### config.mk
export PLATFORM = sky130hd
export DESIGN_NAME = plws_ram
export DESIGN_NICKNAME = d
export VERILOG_FILES = /design/src/rtl/core/plws_ram.sv
export SDC_FILE = /design/constraint.sdc
export NUM_CORES = 1
export LEC_CHECK = 0
export ABC_AREA = 0
export BUFFER_PORTS_ARGS = -buffer_cell sky130_fd_sc_hd__buf_2
export CAP_MARGIN = 5
export CORE_UTILIZATION = 50
export CTS_CLUSTER_SIZE = 30
export DETAILED_ROUTE_END_ITERATION = 10
export PLACE_DENSITY = 0.74
export RECOVER_POWER = 25
export SYNTH_ARGS = -nofsm -noshare
export SYNTH_HDL_FRONTEND = slang
export SYNTH_SLANG_ARGS = --single-unit
### constraint.sdc
create_clock -name clk_i -period 2.8 [get_ports clk_i]
set_clock_uncertainty 0.2 [all_clocks]
set_input_delay 0.14 -clock clk_i [delete_from_list [all_inputs] [get_ports clk_i]]
set_output_delay 0.14 -clock clk_i [all_outputs]
set_load 0.05 [all_outputs]
### src/rtl/core/plws_ram.sv
// generic single-write, single-read ram with registered read data
module plws_ram #(
  parameter int WIDTH = 8,
  parameter int DEPTH = 32
) (
  input  logic                                     clk_i,
  input  logic                                     we_i,
  input  logic [((DEPTH > 1) ? $clog2(DEPTH) : 1)-1:0] waddr_i,
  input  logic [WIDTH-1:0]                         wdata_i,
  input  logic [((DEPTH > 1) ? $clog2(DEPTH) : 1)-1:0] raddr_i,
  output logic [WIDTH-1:0]                         rdata_o
);

  logic [WIDTH-1:0] mem_q [DEPTH];
  logic [WIDTH-1:0] rdata_q;

  always_ff @(posedge clk_i) begin
    if (we_i) begin
      mem_q[waddr_i] <= wdata_i;
    end
    rdata_q <= mem_q[raddr_i];
  end

  assign rdata_o = rdata_q;

endmodule

# == Word-level counts from Yosys, hierarchy flattened ==
# Memory sizes are Yosys's and may differ from the RTL's. A register that Yosys moved wholly into a read port is not among the register bits.
# Index checks and enable logic that the tools add are counted.
# op_classes
n_mux,2
# ops
op,count
$mux W1,2
# word_totals
ff_bits,0
ramBits,256
input_bits,20
output_inout_bits,8
word_cells,3
memories,1
# mem_list
memory,depth,width,rd,rd_ports_with_merged_regs,wr,line,rtl
mem_q,32,8,1,1,1,14,logic [WIDTH-1:0] mem_q [DEPTH];

# == Longest topological paths before layout ==
# Gate-level depths: netlist of the first run.
# depth
depth_word,2
mapped_depth,5
ltp_nobuf,3

# == Worst setup path after synthesis of the first run ==
# OpenSTA, ideal clock, no wires.
# synth_timing
kind,in2reg
start,in raddr_i[2] (netlist bit)
end,"reg rdata_q[0] (netlist: rdata_o[0]), read port of mem_q"
setup_ps,121
t_arrival_ps,1822
t_required_ps,2479
slack_ps,658
stages,5
n_path_buf,2
path_cell_list,clkbuf_1 > clkbuf_1 > mux4_2 > mux4_2 > mux2_2
# synth_lines
element,line,rtl
start: declaration,10,"input logic [((DEPTH > 1) ? $clog2(DEPTH) : 1)-1:0] raddr_i,"
end: declaration,15,logic [WIDTH-1:0] rdata_q;

==> results of run 1 <==
power groups by stage:
stage	sequential (mW)	clock, mW	combinational, mW
floorplan	4.55	0	0.234
global placement	4.50	0	0.453
detailed placement	4.50	0	0.465
CTS	4.42	3.28	0.474
global route	4.42	3.46	0.496
finish	4.41	3.23	0.465
cell type report:
type	count	area, um2
sequential	264	7850
multi-input combinational	133	2100
clock buffer	33	676
tap	265	332
fill	1367	8150
clock inverter	11	106
timing repair buffer	57	380
cells by family after synthesis:
family	after synthesis	share of synthesized area, %
flops	264	78.1
simple gates	45	2.07
mux	88	18.8
buf+inv	20	1.06
critical path, cell delays in order, from the launching register on:
cell	delay (ps)
edfxtp_1	370
mux4_2	520
mux4_2	540
mux2_2	290
routing by layer:
metal | share of wire, % | vias up | wire, um | GRT usage (%)
met5 | 0 | - | 0 | 0
met4 | 1.5 | 0 | 301 | 4.82
met3 | 8.6 | 23 | 1690 | 3.23
met2 | 48 | 214 | 9440 | 31.1
met1 | 42 | 2418 | 8210 | 31.5
li1 | - | 1900 | - | -
per-stage QoR:
| stage | cells | hold slack [ps] | setup WS, ps | utilization, % | instance area, um2 |
|---|---|---|---|---|---|
| 6_report | 763 | 31.9 | 752 | 58.4 | 11400 |
| 5_1_grt | 763 | 57.8 | 740 | 58.4 | 11400 |
| 4_1_cts | 763 | 5.40 | 751 | 58.6 | 11500 |
| 3_5_place_dp | 711 | 393 | 423 | 54.2 | 10600 |
| 3_3_place_gp | 711 | 399 | 453 | 54.2 | 10600 |
| 2_1_floorplan | 417 | 38.9 | 658 | - | 10100 |
path summary, 6_finish.rpt:
check,start,endpoint,slack (ps),depth (start not counted)
setup / recovery,mem_q[20][1]$_DFFE_PP_,rdata_o[1]$_DFF_P_,750,3
hold / removal,waddr_i[4],mem_q[9][5]$_DFFE_PP_,30,3
setup reg to reg,mem_q[20][1]$_DFFE_PP_,rdata_o[1]$_DFF_P_,750,3
hold reg to reg,mem_q[14][5]$_DFFE_PP_,rdata_o[5]$_DFF_P_,710,3
sequential cells by signal, indices dropped and copies added (netlist names):
signal	count
rdata_o	8
mem_q	256
Yosys cell counts, drive strengths merged:
cell type,instances
buf,14
clkbuf,6
dfxtp,8
edfxtp,256
mux2,8
mux4,80
nand2,1
nand3,2
nand3b,5
nor2,33
or3,1
or3b,3
timing repair:
item | in CTS | in global routing
hold buffers | 8 | 0
endpoints found under the hold margin | 224 | 0
resized for setup | 0 | 0
==> impl_metrics.json, run 1 <==
{
  "fp.dieW_um": 144,
  "post_drt_via_cell_ratio": 5.97,
  "track_usage_pct": 20.5,
  "layout_commonest_cell": "edfxtp_1",
  "failed_checks": "capacitance limit, slew limit",
  "layout.nets": 501,
  "syn_avg_cell_area_um2": 24.1,
  "clockPowerShare_pct": 39.9,
  "pwr-share-comb_pct": 5.7,
  "mostFrequentLayoutCells": "edfxtp_1 (256), mux4_2 (80), nor2_1 (33)",
  "cts_tree": "built",
  "cp-start-kind": "flip-flop",
  "grt_max_degree": 65,
  "grt_setup_unrepaired": "no",
  "drt-initial-drc-count": 565,
  "grt_overflow": 0,
  "cts.clk_slew.worst_paths_ps": 60,
  "total_power_mw": 8.11,
  "numCtsBuffers": 25,
  "drc_errors": 0,
  "avgRoutedWirePerCell_um": 25.7,
  "worstMarginPinSlew_ps": 1500,
  "clk_path_buf_depth": 3,
  "area_growth_pct": 13.8,
  "antenna_found_initial": 0,
  "cp-end-kind": "flip-flop",
  "drv_cap": 1,
  "crit_required_ps": 2990,
  "crit_fanout": 1,
  "arrival_ps": 2240,
  "p_seq_share_pct": 54.4,
  "p_sw_share_pct": 20.4,
  "io_buffer_count": 27,
  "power.internal_mw": 6.46,
  "postCtsSetupBuffers": 0,
  "clock_sinks": 264,
  "netlist_instances": 417,
  "fmax_ghz": 0.488,
  "min_period_over_period_pct": 73.1,
  "antenna_cells": 0,
  "die-area_um2": 20700,
  "synthTopCellsByArea": "edfxtp_1 (76%), mux4_2 (18%), dfxtp_1 (1.6%), nor2_1 (1.2%), mux2_2 (0.90%)",
  "die_y_um": 144,
  "syn_nets": 437,
  "clk_latency_ps": 520,
  "start_util_pct": 51.3,
  "ys_ff_latch": 264,
  "p_leak_nw": 3.58,
  "ctsHtreeMaxLevel": 1,
  "final_antenna_net_count": 0,
  "rows": 51,
  "drv_slew": 32,
  "drt-pass1-iter-count": 5,
  "grt_pass1_wl_um": 29800,
  "hold_class": "in -> reg",
  "core_um2": 19600,
  "setup.worst_path.class": "reg -> reg",
  "setup_viol": 0,
  "p_switching_mw": 1.66,
  "ir_drop_v": 0.000411,
  "synth_top_cell_by_area": "edfxtp_1",
  "grt_pass1_vias": 4580,
  "min_period_ps": 2050,
  "post-dp-hpwl_um": 12300,
  "finalSetupTns_ps": 0,
  "via_count": 4555,
  "power_density_nw_per_um2": 709,
  "io-pin-count": 28,
  "wl_um": 19600,
  "clock-root-buffer": "clkbuf_16",
  "synth_top_area_share_pct": 76.5,
  "slew_headroom_pct": -0.277,
  "drive_gt1_share_pct": 32.5,
  "ys_seq_area_share_pct": 78.1,
  "status": "finished, violations left",
  "gp_congestion": 0.787,
  "syn-cell-area_um2": 10100,
  "finalHoldViolCount": 0,
  "yosys_warnings": 0,
  "synth_cell_types": 15
}
(Power assumes the default switching activity.)
==> inputs of run 2 (changes only) <==
--- a/config.mk
+++ b/config.mk
@@ -5,7 +5,7 @@
 export SDC_FILE = /design/constraint.sdc
 export NUM_CORES = 1
 export LEC_CHECK = 0
-export ABC_AREA = 0
+export ABC_AREA = 1
 export BUFFER_PORTS_ARGS = -buffer_cell sky130_fd_sc_hd__buf_2
 export CAP_MARGIN = 5
 export CORE_UTILIZATION = 50
==> constraint.sdc (replaced) <==
create_clock -name clk_i -period 1.9 [get_ports clk_i]
set_clock_uncertainty 0.2 [all_clocks]
set_input_delay 0.095 -clock clk_i [delete_from_list [all_inputs] [get_ports clk_i]]
set_output_delay 0.095 -clock clk_i [all_outputs]
set_load 0.05 [all_outputs]
==> impl_metrics.json, run 2 <==
{
  "status": "finished clean",
  "synth_top_area_share_pct": 71.3,
  "syn-cell-area_um2": 10800,
  "clock-root-buffer": "clkbuf_16",
  "min_from": "raddr_i[2]",
  "whs_path_depth": 7,
  "clk_latency_ps": 520,
  "path_buf_inv": 1,
  "cts.clk_slew.worst_paths_ps": 60,
  "p_switching_mw": 2.66,
  "setup.worst_path.class": "reg -> out",
  "async_flop_share_pct": 0,
  "numCtsBuffers": 25,
  "final_util_pct": 58.0,
  "power_density_nw_per_um2": 981,
  "power.internal_mw": 9.34,
  "via_count": 7085,
  "clock_sinks": 264,
  "slew_headroom_pct": 51.8,
  "worstMarginPinSlew_ps": 723,
  "cp-end-kind": "primary output",
  "die-area_um2": 22200,
  "synth_cell_types": 12,
  "regArea_um2": 7850,
  "finalSetupTns_ps": 0,
  "crit_chain": "buf_2",
  "largest_register_ffs": 256,
  "final_antenna_net_count": 0,
  "netlist_instances": 922,
  "largest-register": "mem_q",
  "area_growth_pct": 13.4,
  "met2_length_um": 11600,
  "die_y_um": 149,
  "min_period_ps": 1450,
  "grt_setup_unrepaired": "no",
  "p_seq_share_pct": 54.2,
  "ctsHtreeMaxLevel": 1,
  "total_power_mw": 12.0,
  "crit_fanout": 1,
  "syn_avg_cell_area_um2": 11.7,
  "synthFlopType": "edfxtp_1",
  "clk_path_buf_depth": 3,
  "cts_tree": "built",
  "r2r_cells": 8,
  "ys_top_cells_by_count": "nand2_1 (360), edfxtp_1 (256), nand3_1 (204)",
  "rows": 53,
  "pwr-share-comb_pct": 7.3,
  "start_util_pct": 51.2,
  "finalHoldViolCount": 0,
  "fp.dieW_um": 149,
  "wl_um": 24000,
  "ir_drop_v": 0.000748,
  "regToRegStartpoint": "mem_q[26][0]$_DFFE_PP_",
  "grt_pass1_wl_um": 37600,
  "wl_met1_um": 10200,
  "fmax_ghz": 0.689,
  "grt_pass1_vias": 6819,
  "post_drt_via_cell_ratio": 5.50,
  "synthTopCellsByArea": "edfxtp_1 (71%), nand2_1 (13%), nand3_1 (9.5%), buf_6 (2.5%), dfxtp_1 (1.5%)",
  "synth.most_common_cell": "nand2_1",
  "wl_met3_um": 1750,
  "layout_commonest_cell": "nand2_1",
  "drt-initial-drc-count": 773,
  "drive_gt1_share_pct": 9.77,
  "grt_max_degree": 71,
  "synth_top_cell_by_area": "edfxtp_1",
  "io_buffer_count": 27,
  "r2r_end": "rdata_o[0]$_DFF_P_",
  "critPathMaxStageDelay_ps": 370,
  "arrival_ps": 1160,
  "p_leak_nw": 4.54,
  "post-dp-hpwl_um": 14400,
  "synth-edff-count": 256,
  "slowest_stage": "dfxtp_1",
  "drv_cap": 0,
  "yosys_warnings": 0,
  "fillCellCount": 1706,
  "min_period_over_period_pct": 76.4,
  "critPathTopFamily": "flip-flops",
  "gp_congestion": 0.811,
  "crit_required_ps": 1600,
  "io-pin-count": 28,
  "p_sw_share_pct": 22.1,
  "drt-pass1-iter-count": 5,
  "setup_viol": 0,
  "grt_overflow": 0,
  "core_um2": 21100,
  "drc_errors": 0,
  "ys_seq_area_share_pct": 72.8,
  "syn_nets": 942,
  "ys_ff_latch": 264,
  "mostFrequentLayoutCells": "nand2_1 (360), edfxtp_1 (256), nand3_1 (201)",
  "cp-start-kind": "flip-flop",
  "multi_input_area_um2": 2510,
  "min_to": "rdata_o[7]$_DFF_P_",
  "antenna_found_initial": 1,
  "routed.top_layer": "met4",
  "r2r_setup_slack_ps": 560,
  "track_usage_pct": 22.6,
  "avgRoutedWirePerCell_um": 18.6,
  "drv_slew": 0,
  "hold_class": "in -> reg",
  "layout.nets": 1016,
  "clockPowerShare_pct": 38.5
}
## run 2: cells by family after synthesis
group         Yosys count  synth area share [%]
flops                 264                  72.8
simple gates          596                  23.1
buf+inv                62                  4.14
## run 2: layout make-up
cell class                 count  area share, %
antenna                        1         0.0205
tap                          275           2.81
timing repair buffer          99           5.97
sequential                   264           64.2
clock inverter                 5          0.215
inverter                      10          0.348
multi-input combinational    596           20.5
clock buffer                  39           5.96
## run 2: worst max-delay path by stage
stage,start,end,slack (ps),cells past startpoint
6_report,rdata_o[4]$_DFF_P_,rdata_o[4],450,1
5_1_grt,rdata_o[2]$_DFF_P_,rdata_o[2],420,1
4_1_cts,mem_q[25][7]$_DFFE_PP_,rdata_o[7]$_DFF_P_,70,9
3_5_place_dp,raddr_i[1],rdata_o[6]$_DFF_P_,280,10
3_3_place_gp,raddr_i[1],rdata_o[6]$_DFF_P_,320,10
2_1_floorplan,waddr_i[0],mem_q[0][0]$_DFFE_PP_,570,3
## run 2: what timing repair did
item	in CTS	in global routing
setup buffers	0	0
endpoints found under the setup margin	0	1
hold buffers	12	0
resized for setup	0	4
endpoints found under the hold margin	236	0
## run 2: power by group through the flow
stage               Sequential, mW  Clock (mW)  Combinational (mW)
detailed placement            6.62           0               0.859
CTS                           6.50        4.67               0.882
global route                  6.50        4.88               0.964
finish                        6.50        4.62               0.875
global placement              6.62           0               0.843
floorplan                     6.69           0               0.466
## run 2: per-stage QoR
step                      setup WS [ps]  hold WS [ps]  instances  cell area, um2
after floorplan                     571         -6.13        922           10800
final                               449          30.9       1289           12200
after detailed placement            283           242       1233           11400
after global placement              320           242       1233           11400
after CTS                          68.2          17.4       1289           12300
after global routing                424          85.5       1289           12200
## run 2: layer usage
| layer | GRT usage [%] | up-vias |
|---|---|---|
| li1 | - | 3348 |
| met1 | 32.1 | 3411 |
| met2 | 36.3 | 280 |
| met3 | 2.81 | 46 |
| met4 | 7.35 | 0 |
| met5 | 0 | - |
